`src/hdl/strip_fan_triangle_assembler_assert.svh`:
```
// Assertion macros for the strip/fan triangle assembler RTL.
`ifndef STRIP_FAN_TRIANGLE_ASSEMBLER_ASSERT_SVH
`define STRIP_FAN_TRIANGLE_ASSEMBLER_ASSERT_SVH

// Same-cycle implication, checked outside reset.
`define SFTA_ASSERT_SAME(lbl, clk, rstn, ante, cons) \
  lbl: assert property (@(posedge clk) disable iff (!rstn) (ante) |-> (cons)) \
    else $error("assertion failed");

// Next-cycle implication, checked outside reset.
`define SFTA_ASSERT_NEXT(lbl, clk, rstn, ante, cons) \
  lbl: assert property (@(posedge clk) disable iff (!rstn) (ante) |=> (cons)) \
    else $error("assertion failed");

`endif

```
`src/hdl/sfta_pkg.sv`:
```
// Types and constants of the strip/fan triangle assembler.
package sfta_pkg;

  localparam int FieldW  = 16;
  localparam int CornerW = 16;
  localparam int TotalW  = 17;

  typedef enum logic [1:0] {
    OP_START   = 2'd0,
    OP_COMMAND = 2'd1,
    OP_VERTEX  = 2'd2,
    OP_NONE    = 2'd3
  } opcode_e;

  typedef enum logic [1:0] {
    PH_IDLE = 2'd0,
    PH_CMD  = 2'd1,
    PH_VERT = 2'd2,
    PH_ERR  = 2'd3
  } phase_e;

  typedef enum logic [2:0] {
    ST_TRIANGLE        = 3'd0,
    ST_MESH_OK         = 3'd1,
    ST_BAD_COMMAND     = 3'd2,
    ST_BAD_INDEX       = 3'd3,
    ST_VERTEX_OVERFLOW = 3'd4,
    ST_COUNT_MISMATCH  = 3'd5,
    ST_OUT_OF_ORDER    = 3'd6
  } status_e;

  // Configuration register indexes
  localparam logic CfgVertexTableSize = 1'b0;
  localparam logic CfgNormalTableSize = 1'b1;

  typedef struct packed {
    logic [TotalW-1:0]  vertex_total;
    logic [CornerW-1:0] corner_c;
    logic [CornerW-1:0] corner_b;
    logic [CornerW-1:0] corner_a;
    status_e            status;
  } result_t;

endpackage

```
`src/hdl/sfta_out_buf.sv`:
```
// Two-entry result buffer: output register plus skid register.
`include "strip_fan_triangle_assembler_assert.svh"

module sfta_out_buf (
  input  logic             clk_i,
  input  logic             rst_ni,
  input  logic             push_i,
  input  sfta_pkg::result_t push_data_i,
  output logic             room_o,
  output logic             out_valid_o,
  output sfta_pkg::result_t out_data_o,
  input  logic             out_ready_i
);
  import sfta_pkg::*;

  logic    out_valid_q, out_valid_d;
  logic    skid_valid_q, skid_valid_d;
  result_t out_q, out_d;
  result_t skid_q, skid_d;
  logic    pop;

  assign pop         = out_valid_q & out_ready_i;
  assign room_o      = ~skid_valid_q;
  assign out_valid_o = out_valid_q;
  assign out_data_o  = out_q;

  // Load the skid entry or a new push into the output register when the head is empty or drains
  always_comb begin
    out_valid_d  = out_valid_q;
    skid_valid_d = skid_valid_q;
    out_d        = out_q;
    skid_d       = skid_q;
    if (!out_valid_q || pop) begin
      if (skid_valid_q) begin
        out_d        = skid_q;
        out_valid_d  = 1'b1;
        skid_valid_d = push_i;
        skid_d       = push_data_i;
      end else begin
        out_valid_d = push_i;
        out_d       = push_data_i;
      end
    end else if (push_i) begin
      skid_valid_d = 1'b1;
      skid_d       = push_data_i;
    end
  end

  always_ff @(posedge clk_i or negedge rst_ni) begin
    if (!rst_ni) begin
      out_valid_q  <= 1'b0;
      skid_valid_q <= 1'b0;
    end else begin
      out_valid_q  <= out_valid_d;
      skid_valid_q <= skid_valid_d;
    end
  end

  always_ff @(posedge clk_i) begin
    out_q  <= out_d;
    skid_q <= skid_d;
  end

  `SFTA_ASSERT_SAME(a_skid_behind_head, clk_i, rst_ni, skid_valid_q, out_valid_q)
  `SFTA_ASSERT_SAME(a_no_push_when_full, clk_i, rst_ni, push_i, !skid_valid_q)
  `SFTA_ASSERT_NEXT(a_head_holds, clk_i, rst_ni, out_valid_q && !out_ready_i, out_valid_q && $stable(out_q))

endmodule

```
`src/hdl/strip_fan_triangle_assembler.sv`:
```
// A result enters the output register, or the skid register if the head is waiting.
// Throughput: one input beat per cycle while s_axis_tready is high; state update
// and checks are single-pass logic. A two-entry output buffer keeps input flowing
// while a result waits; s_axis_tready drops only when both entries are full.
// Reset (rst_ni low, asynchronous): idle awaiting start, table sizes zero, buffer empty.
module strip_fan_triangle_assembler #(
  parameter int INDEX_BITS = 16
) (
  input  logic        clk_i,
  input  logic        rst_ni,
  // input beats
  input  logic        s_axis_tvalid,
  output logic        s_axis_tready,
  // [15:0] triangle_budget, [31:16] command_word, [47:32] position idx,
  // [63:48] normal idx
  input  logic [63:0] s_axis_tdata,
  // [1:0] opcode
  input  logic [1:0]  s_axis_tuser,
  // result beats
  output logic        m_axis_tvalid,
  input  logic        m_axis_tready,
  // [15:0] corner_a, [31:16] corner_b, [47:32] corner_c, [64:48] vertex_total,
  // [71:65] zero
  output logic [71:0] m_axis_tdata,
  // [2:0] status
  output logic [2:0]  m_axis_tuser,
  // configuration writes
  input  logic        cfg_valid_i,
  output logic        cfg_ready_o,
  input  logic        cfg_index_i,
  input  logic [15:0] cfg_data_i
);
  import sfta_pkg::*;

  localparam int CntW        = INDEX_BITS + 1;
  localparam int CornerWideW = (INDEX_BITS > CornerW) ? INDEX_BITS : CornerW;
  localparam int TotalWideW  = (CntW > TotalW) ? CntW : TotalW;

  // configuration registers
  logic [FieldW-1:0] vtx_size_q, nrm_size_q;

  // mesh state
  phase_e                phase_q, phase_d;
  logic                  fan_mode_q, fan_mode_d;
  logic [14:0]           vertices_left_q, vertices_left_d;
  logic [14:0]           strip_pos_q, strip_pos_d;
  logic [INDEX_BITS-1:0] first_corner_q, first_corner_d;
  logic [INDEX_BITS-1:0] older_corner_q, older_corner_d;
  logic [INDEX_BITS-1:0] prior_corner_q, prior_corner_d;
  logic [CntW-1:0]       next_canon_q, next_canon_d;
  logic [FieldW-1:0]     tris_left_q, tris_left_d;

  // input fields
  opcode_e           opcode;
  logic [FieldW-1:0] budget, cmd_word, vtx_idx, nrm_idx;
  logic [FieldW-1:0] mag, mag_m2;
  logic [INDEX_BITS-1:0] cur, tri_a, tri_b;
  logic [CornerWideW-1:0] a_wide, b_wide, c_wide;
  logic [TotalWideW-1:0]  total_wide;

  logic    accept, has_result;
  result_t res;
  result_t out_data;
  logic    buf_room;

  assign opcode   = opcode_e'(s_axis_tuser);
  assign budget   = s_axis_tdata[15:0];
  assign cmd_word = s_axis_tdata[31:16];
  assign vtx_idx  = s_axis_tdata[47:32];
  assign nrm_idx  = s_axis_tdata[63:48];

  assign s_axis_tready = buf_room;
  assign accept        = s_axis_tvalid & buf_room;
  assign cfg_ready_o   = 1'b1;

  // magnitude of the signed vertex count
  assign mag    = cmd_word[FieldW-1] ? FieldW'(-cmd_word) : cmd_word;
  assign mag_m2 = mag - FieldW'(2);
  assign cur    = next_canon_q[INDEX_BITS-1:0];

  // corner selection: fans pivot on the first vertex, strips alternate winding
  always_comb begin
    if (fan_mode_q) begin
      tri_a = first_corner_q;
      tri_b = prior_corner_q;
    end else if (strip_pos_q[0]) begin
      tri_a = prior_corner_q;
      tri_b = older_corner_q;
    end else begin
      tri_a = older_corner_q;
      tri_b = prior_corner_q;
    end
  end

  assign a_wide     = CornerWideW'(tri_a);
  assign b_wide     = CornerWideW'(tri_b);
  assign c_wide     = CornerWideW'(cur);
  assign total_wide = TotalWideW'(next_canon_q);

  // decode the beat, update mesh state and form the result
  always_comb begin
    phase_d         = phase_q;
    fan_mode_d      = fan_mode_q;
    vertices_left_d = vertices_left_q;
    strip_pos_d     = strip_pos_q;
    first_corner_d  = first_corner_q;
    older_corner_d  = older_corner_q;
    prior_corner_d  = prior_corner_q;
    next_canon_d    = next_canon_q;
    tris_left_d     = tris_left_q;
    has_result      = 1'b0;
    res             = '0;
    if (accept) begin
      unique case (opcode)
        OP_START: begin
          phase_d         = PH_CMD;
          fan_mode_d      = 1'b0;
          vertices_left_d = '0;
          strip_pos_d     = '0;
          first_corner_d  = '0;
          older_corner_d  = '0;
          prior_corner_d  = '0;
          next_canon_d    = '0;
          tris_left_d     = budget;
        end
        OP_COMMAND: begin
          if (phase_q != PH_ERR) begin
            has_result = 1'b1;
            if (phase_q != PH_CMD) begin
              phase_d    = PH_ERR;
              res.status = ST_OUT_OF_ORDER;
            end else if (cmd_word == '0) begin
              if (tris_left_q != '0) begin
                phase_d    = PH_ERR;
                res.status = ST_COUNT_MISMATCH;
              end else begin
                phase_d          = PH_IDLE;
                res.status       = ST_MESH_OK;
                res.vertex_total = total_wide[TotalW-1:0];
              end
            end else if (mag < FieldW'(3) || mag_m2 > tris_left_q) begin
              phase_d    = PH_ERR;
              res.status = ST_BAD_COMMAND;
            end else begin
              has_result      = 1'b0;
              tris_left_d     = tris_left_q - mag_m2;
              fan_mode_d      = cmd_word[FieldW-1];
              vertices_left_d = 15'(mag - FieldW'(1));
              strip_pos_d     = '0;
              phase_d         = PH_VERT;
            end
          end
        end
        OP_VERTEX: begin
          if (phase_q != PH_ERR) begin
            has_result = 1'b1;
            if (phase_q != PH_VERT) begin
              phase_d    = PH_ERR;
              res.status = ST_OUT_OF_ORDER;
            end else if (vtx_idx[FieldW-1] || vtx_idx >= vtx_size_q ||
                         nrm_idx[FieldW-1] || nrm_idx >= nrm_size_q) begin
              phase_d    = PH_ERR;
              res.status = ST_BAD_INDEX;
            end else if (next_canon_q[INDEX_BITS]) begin
              phase_d    = PH_ERR;
              res.status = ST_VERTEX_OVERFLOW;
            end else begin
              // triangle from the third vertex of the command onward
              has_result     = (strip_pos_q >= 15'd2);
              res.status     = ST_TRIANGLE;
              res.corner_a   = a_wide[CornerW-1:0];
              res.corner_b   = b_wide[CornerW-1:0];
              res.corner_c   = c_wide[CornerW-1:0];
              next_canon_d   = next_canon_q + CntW'(1);
              if (strip_pos_q == '0) begin
                first_corner_d = cur;
              end
              older_corner_d = prior_corner_q;
              prior_corner_d = cur;
              if (strip_pos_q != 15'h7FFF) begin
                strip_pos_d = strip_pos_q + 15'd1;
              end
              if (vertices_left_q == '0) begin
                phase_d = PH_CMD;
              end else begin
                vertices_left_d = vertices_left_q - 15'd1;
              end
            end
          end
        end
        default: begin
        end
      endcase
    end
  end

  // state registers
  always_ff @(posedge clk_i or negedge rst_ni) begin
    if (!rst_ni) begin
      phase_q         <= PH_IDLE;
      fan_mode_q      <= 1'b0;
      vertices_left_q <= '0;
      strip_pos_q     <= '0;
      first_corner_q  <= '0;
      older_corner_q  <= '0;
      prior_corner_q  <= '0;
      next_canon_q    <= '0;
      tris_left_q     <= '0;
    end else begin
      phase_q         <= phase_d;
      fan_mode_q      <= fan_mode_d;
      vertices_left_q <= vertices_left_d;
      strip_pos_q     <= strip_pos_d;
      first_corner_q  <= first_corner_d;
      older_corner_q  <= older_corner_d;
      prior_corner_q  <= prior_corner_d;
      next_canon_q    <= next_canon_d;
      tris_left_q     <= tris_left_d;
    end
  end

  // configuration registers
  always_ff @(posedge clk_i or negedge rst_ni) begin
    if (!rst_ni) begin
      vtx_size_q <= '0;
      nrm_size_q <= '0;
    end else if (cfg_valid_i) begin
      if (cfg_index_i == CfgVertexTableSize) begin
        vtx_size_q <= cfg_data_i;
      end
      if (cfg_index_i == CfgNormalTableSize) begin
        nrm_size_q <= cfg_data_i;
      end
    end
  end

  // result register and skid stage
  sfta_out_buf u_out_buf (
    .clk_i       (clk_i),
    .rst_ni      (rst_ni),
    .push_i      (has_result),
    .push_data_i (res),
    .room_o      (buf_room),
    .out_valid_o (m_axis_tvalid),
    .out_data_o  (out_data),
    .out_ready_i (m_axis_tready)
  );

  assign m_axis_tdata = {7'd0, out_data.vertex_total, out_data.corner_c,
                         out_data.corner_b, out_data.corner_a};
  assign m_axis_tuser = out_data.status;

endmodule

```
`config.mk`:
```
export PLATFORM = sky130hd
export DESIGN_NAME = strip_fan_triangle_assembler
export DESIGN_NICKNAME = d
export VERILOG_FILES = /design/src/hdl/sfta_pkg.sv /design/src/hdl/sfta_out_buf.sv /design/src/hdl/strip_fan_triangle_assembler.sv
export VERILOG_INCLUDE_DIRS = /design/src /design/src/hdl
export SDC_FILE = /design/constraint.sdc
export NUM_CORES = 1
export LEC_CHECK = 0
export BUFFER_PORTS_ARGS = -buffer_cell sky130_fd_sc_hd__buf_4
export CAP_MARGIN = 20
export CORE_UTILIZATION = 45
export DETAILED_ROUTE_END_ITERATION = 12
export PLACE_DENSITY = 0.64
export SLEW_MARGIN = 20
export SYNTH_ARGS = -nofsm -noshare
export SYNTH_HDL_FRONTEND = slang
export SYNTH_SLANG_ARGS = --single-unit
```
`constraint.sdc`:
```
create_clock -name clk_i -period 8.3 [get_ports clk_i]
set_input_delay 2.075 -clock clk_i [delete_from_list [all_inputs] [get_ports clk_i]]
set_output_delay 2.075 -clock clk_i [all_outputs]
set_load 0.01 [all_outputs]
```
==> results <==
- The flow ran to the end, and the final reports show no timing, DRC or antenna violations.
- Following the worst setup path forward leads to its endpoint at strip_pos_q[7].
- The die is 186 µm wide.
- CTS built an H-tree with a depth of 1.
- The leakage component of the power is 7.94 nW.
- The cell family contributing the most delay on the critical path is compound AO/OA/AOI/OAI gates.
- Entering global routing, the biggest net connects 73 pins.
- The DRC violation count after routing is 0.
- Max-cap violations in this run came to 0.
- The total of warnings raised by yosys is 0.
- Cells with a size suffix above 1 make up 17.7% of the layout.
- The power per cell area is 252 nW/µm².
- For this run, the number of standard cells in the final layout without fillers is 2040.
- The buffer type at the clock tree root is sky130_fd_sc_hd__clkbuf_16.
- The starting density of the core is between 40 and 50%.
- The residual antenna-violating net count after detailed routing is 0.
- TritonCTS built the clock tree.
- The critical path crosses 20 cells after its start point.
- The number of nets in the final layout is 1721.
- In this run the critical register-to-register path is captured at u_out_buf.out_data_o[50].
- The total setup violations reported at the end of the flow is 0.
- The layout-stage area growth over the synthesis result is 17.4%.
- The count of cell types in the netlist is between 70 and 80.
- The sequential cells in the finished layout cover a total of ~8000 µm².
- The number of hold buffers added after cts is 0.
- In the synthesized netlist the dominant register cell turns out to be sky130_fd_sc_hd__dfrtp_1.
- The die is 186 µm tall.
- The slowest stage of the critical path belongs to the cell sky130_fd_sc_hd__a2111o_1.
- The initialized floorplan defines 66 standard-cell rows.
- In this design, the stage delay of the slowest critical-path cell is 0.65 ns.
- In this run, post-CTS repair resized a total of 0 instances.
- The sum of buffers and inverters on the critical path is 3.
- During I/O placement, the number of pins put on the boundary was 166.
- The longest clock path from root to sink contains 3 buffers.
- The clock latency at the later pin of the worst-skew pair is 0.57 ns.
- The worst flop-to-flop path startpoint is vtx_size_q[0].
- The clock sink count is 284.
- After detailed placement, the total cell area comes to 16800 µm².
- The clock period minus worst slack is between 6 and 7 ns.
- In this run the worst path has a maximum fanout of 16.
- Summing over every cut layer, the via total after detailed routing is approximately 11000.
- The total instance count after detailed placement is between 1500 and 2000.
- The number of setup buffers added after CTS is 0.
- The synthesized design contains around 280 register bits.
- For the pin with the worst max-slew slack, the measured transition is 0.936 ns.
- The number of buffers added by the clock tree synthesis step is 31.
- The share of the Yosys chip area taken by registers is between 50% and 60%.
- The overall overflow remaining after global route is 0.
- The total track usage is 21.0%.
- The register-to-register setup slack is 4.17 ns.
- Averaged over all synthesized cells, the footprint is roughly 11 µm².
- The gate count after technology mapping is 1442.
- For this run, the top clock speed supported by timing is between 0.1 and 0.15 GHz.
- Between clock sinks in the finished design, the worst skew comes to ~0.019 ns.
- The number of antenna violations at the first check in global routing is 0.
- The post-DP HPWL is 24500 µm.
- The cell area after technology mapping is approximately 15000 µm².
- The data arrival time of the critical path is 7.37 ns.
- The final-report hold violation count was 0.
- Routability-driven placement finished with a final weighted congestion of 0.881.
- The initial detailed-routing violation count is 600.
- The worst voltage drop across the vdd grid is 171 µV.
- The core region is 32900 µm².
- The final antenna diode count is 0.
- The element type at the critical path start is an input pin.
- The cell type with the highest aggregate area in the netlist is sky130_fd_sc_hd__edfxtp_1.
- With fillers left out, the area of the finished cells amounts to 17800 µm².
- The number of search-and-repair iterations in the first detailed-routing pass is 5.
- The total area of multi-input combinational cells is 6770 µm².
- The share of the clock period used by the worst path after layout is between 80% and 90%.
- The path depth of the worst reg2reg path is 9.
- The worst relative slew slack is between 30% and 40%.
- For the worst setup path, the data required time is 8.74 ns.
- Ranked by total cell area, the synthesized netlist is headed by sky130_fd_sc_hd__edfxtp_1 27%, sky130_fd_sc_hd__dfrtp_1 24%, sky130_fd_sc_hd__ha_1 4.9%.
- The start-to-end type of the worst setup path is input pin to register.
- After detailed routing, the number of vias per cell comes to 5.52.
- The number of port buffers is around 160.
- Wires add up to 35400 µm.
- The area fraction of the dominant cell type after synthesis is 26.9%.
- Clock-pin slew was measured on the worst setup and hold paths at 0.06 ns.
- Setup repair after global routing left no endpoint under its margin.
- The type of the tightest min-delay check is register to register.
- The area of the die is 34500 µm².
- The total of fill cells in the finished design is 2962.
- Yosys mapped a number of flops with a built-in enable equal to 136.
- The count of final max-slew check failures is 0.
- After detailed routing, the average wire length per cell comes to 17.3 µm.
- The via count of the first global-routing pass is approximately 11000.
- The signal on the critical path passes through buf_4, inv_1, ha_4, or3b_1, a2111oi_4, o211ai_1, a2111oi_4, and2_4, and3_1, xnor2_1, ha_2, o21a_1, o21ai_0, a221oi_1, o32ai_2, a41oi_2, nand2_2, a2111o_1, buf_4, a22o_1.
- In the synthesized netlist the async set-or-reset flop fraction comes to 52.1%.
- The wire length of the first global-routing pass is 57500 µm.
- STA classifies the critical path endpoint as a register.
- The most critical setup path has its startpoint at s_axis_tdata[17].
## routing by layer
layer | vias up | routed length [µm] | global-route usage, %
li1 | 5468 | - | -
met1 | 5462 | 16100 | 28.1
met2 | 280 | 16900 | 35.3
met3 | 57 | 1600 | 3.17
met4 | 0 | 784 | 5.70
met5 | - | 0 | 0
## cells in the final DEF (no fill, tap or decap), types with 18 or more instances in the layout
cell	netlist	final
sky130_fd_sc_hd__a211oi_1	38	38
sky130_fd_sc_hd__a21o_1	77	77
sky130_fd_sc_hd__a21oi_1	32	32
sky130_fd_sc_hd__a22o_1	28	28
sky130_fd_sc_hd__and2_1	26	25
sky130_fd_sc_hd__and3_1	21	20
sky130_fd_sc_hd__buf_4	10	173
sky130_fd_sc_hd__clkbuf_16	0	32
sky130_fd_sc_hd__dfrtp_1	148	147
sky130_fd_sc_hd__edfxtp_1	136	136
sky130_fd_sc_hd__ha_1	59	56
sky130_fd_sc_hd__inv_1	85	84
sky130_fd_sc_hd__mux2_2	21	21
sky130_fd_sc_hd__mux2i_1	51	51
sky130_fd_sc_hd__nand2_1	128	127
sky130_fd_sc_hd__nand2b_1	19	18
sky130_fd_sc_hd__nand3_1	37	37
sky130_fd_sc_hd__nor2_1	86	85
sky130_fd_sc_hd__nor2b_1	29	29
sky130_fd_sc_hd__o21ai_0	104	102
sky130_fd_sc_hd__xnor2_1	27	27
sky130_fd_sc_hd__xor2_1	24	24
## final cells by class
type	count	share of cell area [%]
clock buffer	36	4.64
timing repair buffer	175	7.47
multi-input combinational	995	38.0
inverter	86	1.85
clock inverter	22	1.16
sequential	284	43.7
tap	442	3.11
## registers in the layout (all words and copies together) (netlist names), 16 cells and up
name,count
u_out_buf.out_data_o,68
vtx_size_q,16
first_corner_q,16
next_canon_q,17
u_out_buf.skid_q,68
nrm_size_q,16
prior_corner_q,16
tris_left_q,16
older_corner_q,16
## stage by stage
stage / setup slack [ns] / util [%] / power, mW / hold WS [ns] / setup TNS [ns]
3_3_place_gp: 0.996 / 51.0 / 3.11 / 0.471 / 0
2_1_floorplan: -2.57 / - / 2.73 / 0.453 / -175.06
3_5_place_dp: 0.843 / 51.0 / 3.13 / 0.476 / 0
4_1_cts: 1.41 / 54.2 / 4.53 / 0.491 / 0
6_report: 1.38 / 54.2 / 4.49 / 0.492 / 0
5_1_grt: 1.08 / 54.2 / 4.76 / 0.509 / 0
## report_power, final
part / switching [mW] / internal [mW] / total (mW)
Combinational: 0.674 / 0.539 / 1.21
Sequential: 0.155 / 1.73 / 1.89
Clock: 0.574 / 0.809 / 1.38
## synth_stat cells (4+ instances only)
library cell / number
sky130_fd_sc_hd__and2_1: 26
sky130_fd_sc_hd__nor2_1: 86
sky130_fd_sc_hd__a31oi_1: 17
sky130_fd_sc_hd__o221ai_1: 9
sky130_fd_sc_hd__inv_1: 85
sky130_fd_sc_hd__o21ai_1: 14
sky130_fd_sc_hd__o21ai_0: 104
sky130_fd_sc_hd__o211ai_1: 5
sky130_fd_sc_hd__dfrtp_1: 148
sky130_fd_sc_hd__nand2_1: 128
sky130_fd_sc_hd__buf_2: 12
sky130_fd_sc_hd__a22o_1: 28
sky130_fd_sc_hd__nor4_1: 12
sky130_fd_sc_hd__buf_4: 10
sky130_fd_sc_hd__o31ai_1: 10
sky130_fd_sc_hd__xnor2_1: 27
sky130_fd_sc_hd__a211oi_1: 38
sky130_fd_sc_hd__or4_1: 6
sky130_fd_sc_hd__xor2_1: 24
sky130_fd_sc_hd__or3_1: 9
sky130_fd_sc_hd__mux2i_1: 51
sky130_fd_sc_hd__o21a_1: 6
sky130_fd_sc_hd__nand3b_1: 5
sky130_fd_sc_hd__nor2b_1: 29
sky130_fd_sc_hd__a21o_1: 77
sky130_fd_sc_hd__and3_1: 21
sky130_fd_sc_hd__clkbuf_1: 54
sky130_fd_sc_hd__o41ai_1: 4
sky130_fd_sc_hd__nor3_1: 16
sky130_fd_sc_hd__nor3b_1: 4
sky130_fd_sc_hd__buf_1: 4
sky130_fd_sc_hd__a21oi_1: 32
sky130_fd_sc_hd__nand4_1: 13
sky130_fd_sc_hd__or2_2: 6
sky130_fd_sc_hd__edfxtp_1: 136
sky130_fd_sc_hd__nand3_1: 37
sky130_fd_sc_hd__mux2_2: 21
sky130_fd_sc_hd__nand2b_1: 19
sky130_fd_sc_hd__ha_1: 59
## cell families after synthesis
| logic type | Yosys count | share of synthesized area, % |
|---|---|---|
| and+or+nand+nor | 432 | 14.3 |
| AOI/OAI and AO/OA | 372 | 16.7 |
| DFF | 284 | 51.3 |
| buffers and inverters | 169 | 4.68 |
| muxes | 72 | 4.92 |
| adders and majority gates | 60 | 5.00 |
| xor gates and xnor gates | 51 | 2.94 |
| other | 2 | 0.0495 |
## worst min-delay path by stage
stage,from,to,slack [ns],cells past startpoint
3_5_place_dp,older_corner_q[14],older_corner_q[14],0.48,2
2_1_floorplan,older_corner_q[14],older_corner_q[14],0.45,2
4_1_cts,older_corner_q[14],older_corner_q[14],0.49,2
5_1_grt,nrm_size_q[5],nrm_size_q[5],0.51,1
3_3_place_gp,older_corner_q[14],older_corner_q[14],0.47,2
6_report,older_corner_q[14],older_corner_q[14],0.49,2
## tightest hold or removal path, cell delays in order (launching register included)
cell	delay (ns)
sky130_fd_sc_hd__dfrtp_1	0.36
sky130_fd_sc_hd__nand2_1	0.05
sky130_fd_sc_hd__nand2_1	0.05
Note: power is estimated with default switching activity, not from simulation.
